File: config.mk
export PLATFORM = sky130hd
export DESIGN_NAME = tsib_ram
export DESIGN_NICKNAME = d
export VERILOG_FILES = /design/src/rtl/tsib_ram.sv
export SDC_FILE = /design/constraint.sdc
export NUM_CORES = 1
export LEC_CHECK = 0
export BUFFER_PORTS_ARGS = -buffer_cell sky130_fd_sc_hd__buf_2
export CAP_MARGIN = 20
export CORE_MARGIN = 10
export CORE_UTILIZATION = 40
export CTS_CLUSTER_DIAMETER = 80
export DETAILED_ROUTE_END_ITERATION = 12
export SETUP_SLACK_MARGIN = 0.4
export SYNTH_ARGS = -nofsm -noshare
export SYNTH_HDL_FRONTEND = slang
export SYNTH_SLANG_ARGS = --single-unit
File: constraint.sdc
create_clock -name i_clk -period 4.1 [get_ports i_clk]
set_input_delay 0.41 -clock i_clk [delete_from_list [all_inputs] [get_ports i_clk]]
set_output_delay 0.41 -clock i_clk [all_outputs]
set_load 0.03 [all_outputs]
File: src/rtl/tsib_ram.sv
// generic single port write, single port registered read memory
// no dependencies
`default_nettype none
module tsib_ram #(
    parameter int WIDTH = 8,
    parameter int DEPTH = 16
) (
    input  wire logic                     i_clk,
    input  wire logic                     i_we,
    input  wire logic [$clog2(DEPTH)-1:0] i_waddr,
    input  wire logic [WIDTH-1:0]         i_wdata,
    input  wire logic [$clog2(DEPTH)-1:0] i_raddr,
    output logic      [WIDTH-1:0]         o_rdata
);
    logic [WIDTH-1:0] r_mem [DEPTH];
    always_ff @(posedge i_clk) begin
        if (i_we) r_mem[i_waddr] <= i_wdata;
        o_rdata <= r_mem[i_raddr];
    end
endmodule
`default_nettype wire

# After elaboration in Yosys (flattened, before gate mapping)
# Memories as Yosys holds them, arrays and structs flattened. A register that Yosys moved wholly into a read port is not among the register bits.
# Cells that the tools add are included.
# totals
reg_bits	0
ramBits	128
in_bits	18
out_inout_bits	8
word_cells	3
mem_count	1
# op_classes
n_mux	2
# mem_list
name	words	width	read_ports	rd_clocked_by_memory_dff	wr	line	text
r_mem	16	8	1	1	1	15	logic [WIDTH-1:0] r_mem [DEPTH];
# op_table
operator	n
two-way mux 1 bit	2

# Longest topological paths before layout
# depth
ltp_word	2
ltp_mapped	5
mapped_depth_nobuf	3

# Least setup slack after synthesis
# Ideal clock, no wire load.
# synth_path
kind	input-to-reg
start	in i_waddr[2]
end	mem r_mem[0][0], enable pin
setup_ps	383
arrival_time_ps	1520
t_required_ps	3717
setup_slack_ps	2197
path_stages	2
cell_sequence	or3b_2 > nor3_1
# synth_lines
element	line	text
start: declaration	10	input wire logic [$clog2(DEPTH)-1:0] i_waddr,
end: declaration	15	
# Straight into the memory's write port.

# Final worst setup path
# layout_path
start	in i_waddr[2]
end	mem r_mem[2][3], enable pin
# Straight into the memory's write port.

==> flow_metrics.tcl <==
set metrics [dict create \
    rows 41 \
    clock_path_buffers 2 \
    final_nets 284 \
    grt_pass1_vias 2397 \
    yosys_warnings 0 \
    skew_ns 0.003339 \
    synthMostInstantiatedCell "edfxtp_1" \
    layout-drive-gt1-share 0.2832 \
    r2r_start "r_mem[0][1]$_DFFE_PP_" \
    hold_viol 0 \
    worstSetupStartpointType "input pin" \
    outcome "complete, no violations" \
    worstHoldPathType "input pin to flip-flop" \
    worstHoldStart "i_wdata[6]" \
    route.detailed.drc 0 \
    power_density_mw_per_mm2 549.6 \
    tightest_slew_ns 1.100 \
    clkLatencyLatePin_ns 0.41 \
    syn_inst 229 \
    cts_root_buf "clkbuf_16" \
    clk_pin_slew_ns 0.06 \
    dr.first_iter.drc_count 209 \
    grt_max_degree 33 \
    relSlewSlack 0.2639 \
    ant_nets 0 \
    antenna_found_initial 0 \
    fillCellCount 1059 \
    overflow 0 \
    die_area_mm2 0.01781 \
    hpwl_um 6097 \
    synth-seq-cells 136 \
    grt_pass1_wl_um 15430 \
    r2r_cells 3 \
    antennaDiodeCount 0 \
    cts.htree.levels 4 \
    drv_slew 0 \
    area_growth_pct 18.11 \
    cts_tree "done" \
    drtPass1Iterations 7 \
    drt-total-wl_um 10150 \
    grt_setup_unrepaired "false" \
    core_area_mm2 0.01262 \
    worst_setup_path_end_kind "flip-flop" \
    synthTopCellsByCount "edfxtp_1, mux4_2, a22oi_1, mux4_1, nor2_1" \
    async_reset_ff_frac 0 \
    synth-main-ff-cell "edfxtp_1" \
    vdd_ir_drop_max_mv 0.2826 \
    layout_setup_ws_ns 2.370 \
    synth_top_area_share 0.7467 \
    place.gp.congestion 0.6985 \
    criticalPathCategory "input pin to flip-flop" \
    path_max_fanout 8 \
    cts-resized-gates 0 \
    crit_slowest_cell "nor2_1" \
    min_period_over_period 0.4218 \
    fmax_mhz 578.2 \
    r2r_end "o_rdata[1]$_DFF_P_" \
    track_usage 0.1201 \
    setup_violations 0 \
    die_x_um 133.4 \
    port_buffers 25 \
    synth_largest_area_cell "edfxtp_1" \
    die_h_um 133.4 \
    multi_input_comb_area_mm2 0.001067 \
    synth-edff-count 128 \
    wl_per_cell_um 22.50 \
    path_cells "buf_2 -> or3b_2 -> nor2_1" \
    hold_path_end "r_mem[7][6]$_DFFE_PP_" \
    synth_area_mm2 0.005147 \
    ctsHoldBuffers 0 \
    period_needed_ns 1.730 \
    ios 26 \
    numCtsBuffers 17 \
    seq_area_mm2 0.004004 \
    synth_area_leaders "edfxtp_1, mux4_2, mux4_1" \
    cts_num_sinks 136 \
    dp_slack_ns 1.653 \
    holdPathStages 1 \
    finalSetupTns_ns 0 \
    initial_utilization 0.4079 \
    maxCapViolations 0 \
    avgSynthCellArea_um2 22.48 \
    p_leak_uw 0.002023 \
    post_cts_buffers 0 \
    num_vias 2342 \
    synth_cell_types 19 \
    worstPathArrival_ns 1.76 \
    ys_seq_area_frac 0.7778 \
    required_ns 4.13 \
    critPathMaxStageDelay_ns 0.72 \
    syn-num-nets 247 \
    vias_per_cell 5.193 \
    rrSetupSlack_ns 2.74 \
]
[metal layers]
| layer | vias up | global-route usage | routed length (µm) |
|---|---|---|---|
| met1 | 1211 | 0.1511 | 4374 |
| met3 | 10 | 0.03534 | 601 |
| met4 | 0 | 0.05441 | 143 |
| met2 | 76 | 0.1878 | 5029 |
| met5 | - | 0 | 0 |
| li1 | 1045 | - | - |
[where the power goes]
part	internal, µW	leakage (µW)	switching, µW
sequential	1550	0.00122	8.41
combinational	57.7	0.000493	97.3
clock	1080	0.000307	548
[area by class of cell]
type | instances | share of cell area
Sequential cell | 136 | 0.6586
Multi-Input combinational cell | 83 | 0.1755
Clock buffer | 19 | 0.07121
Tap cell | 172 | 0.03540
Clock inverter | 13 | 0.03334
Timing Repair Buffer | 28 | 0.02593
[cells by family (layout without fill, tap and decap cells)]
kind of cell / count (synthesis) / in the layout / synth area share
and+or+nand+nor: 35 / 35 / 0.03184
buffers and inverters: 10 / 60 / 0.01677
muxes: 32 / 32 / 0.1502
DFF: 136 / 136 / 0.7778
AOI/OAI and AO/OA: 16 / 16 / 0.02334
[worst max path at each step]
stage / start / endpoint / slack (ns)
2_1_floorplan: i_waddr[2] / r_mem[0][0]$_DFFE_PP_ / 2.20
3_3_place_gp: i_waddr[2] / r_mem[0][4]$_DFFE_PP_ / 1.60
3_5_place_dp: i_raddr[0] / o_rdata[1]$_DFF_P_ / 1.65
4_1_cts: i_raddr[0] / o_rdata[1]$_DFF_P_ / 2.07
5_1_grt: i_waddr[2] / r_mem[2][3]$_DFFE_PP_ / 2.28
6_report: i_waddr[2] / r_mem[2][3]$_DFFE_PP_ / 2.37
[registers in the layout, indices dropped and copies added (netlist names)]
signal / count
r_mem: 128
o_rdata: 8
[worst max-delay path, delay by kind of cell]
kind	cells	cell delay, ns
simple gates	2	1.23
buf+inv	1	0.11
[cells in the final DEF (no fill, tap or decap)]
cell type / Yosys / layout
edfxtp_1: 128 / 128
buf_2: 3 / 26
mux4_2: 18 / 18
clkbuf_16: 0 / 17
a22oi_1: 16 / 16
mux4_1: 14 / 14
nor2_1: 13 / 13
nand2_1: 9 / 9
dfxtp_1: 8 / 8
bufinv_16: 0 / 5
clkinv_2: 0 / 4
nand3b_1: 2 / 2
nor3_2: 0 / 2
nand2b_1: 2 / 2
nor3_1: 4 / 2
clkinv_4: 0 / 2
clkinvlp_4: 0 / 2
clkbuf_1: 0 / 2
nor2b_1: 1 / 1
and2_1: 1 / 1
and2b_1: 1 / 1
nand3_1: 1 / 1
or3b_2: 1 / 1
buf_12: 0 / 1
buf_4: 1 / 1
[per-stage QoR]
stage               hold WS [ns]  utilization  cell area, µm²  instances  power [µW]
floorplan                 0.5089            -            5147        229        1687
global placement          0.6547       0.4294            5419        417        1745
detailed placement        0.6610       0.4298            5424        418        1749
CTS                       0.3734       0.4802            6060        450        3363
global route              0.3846       0.4818            6080        451        3437
finish                    0.3837       0.4818            6080        451        3341
Note: power is estimated with default switching activity, not from simulation.
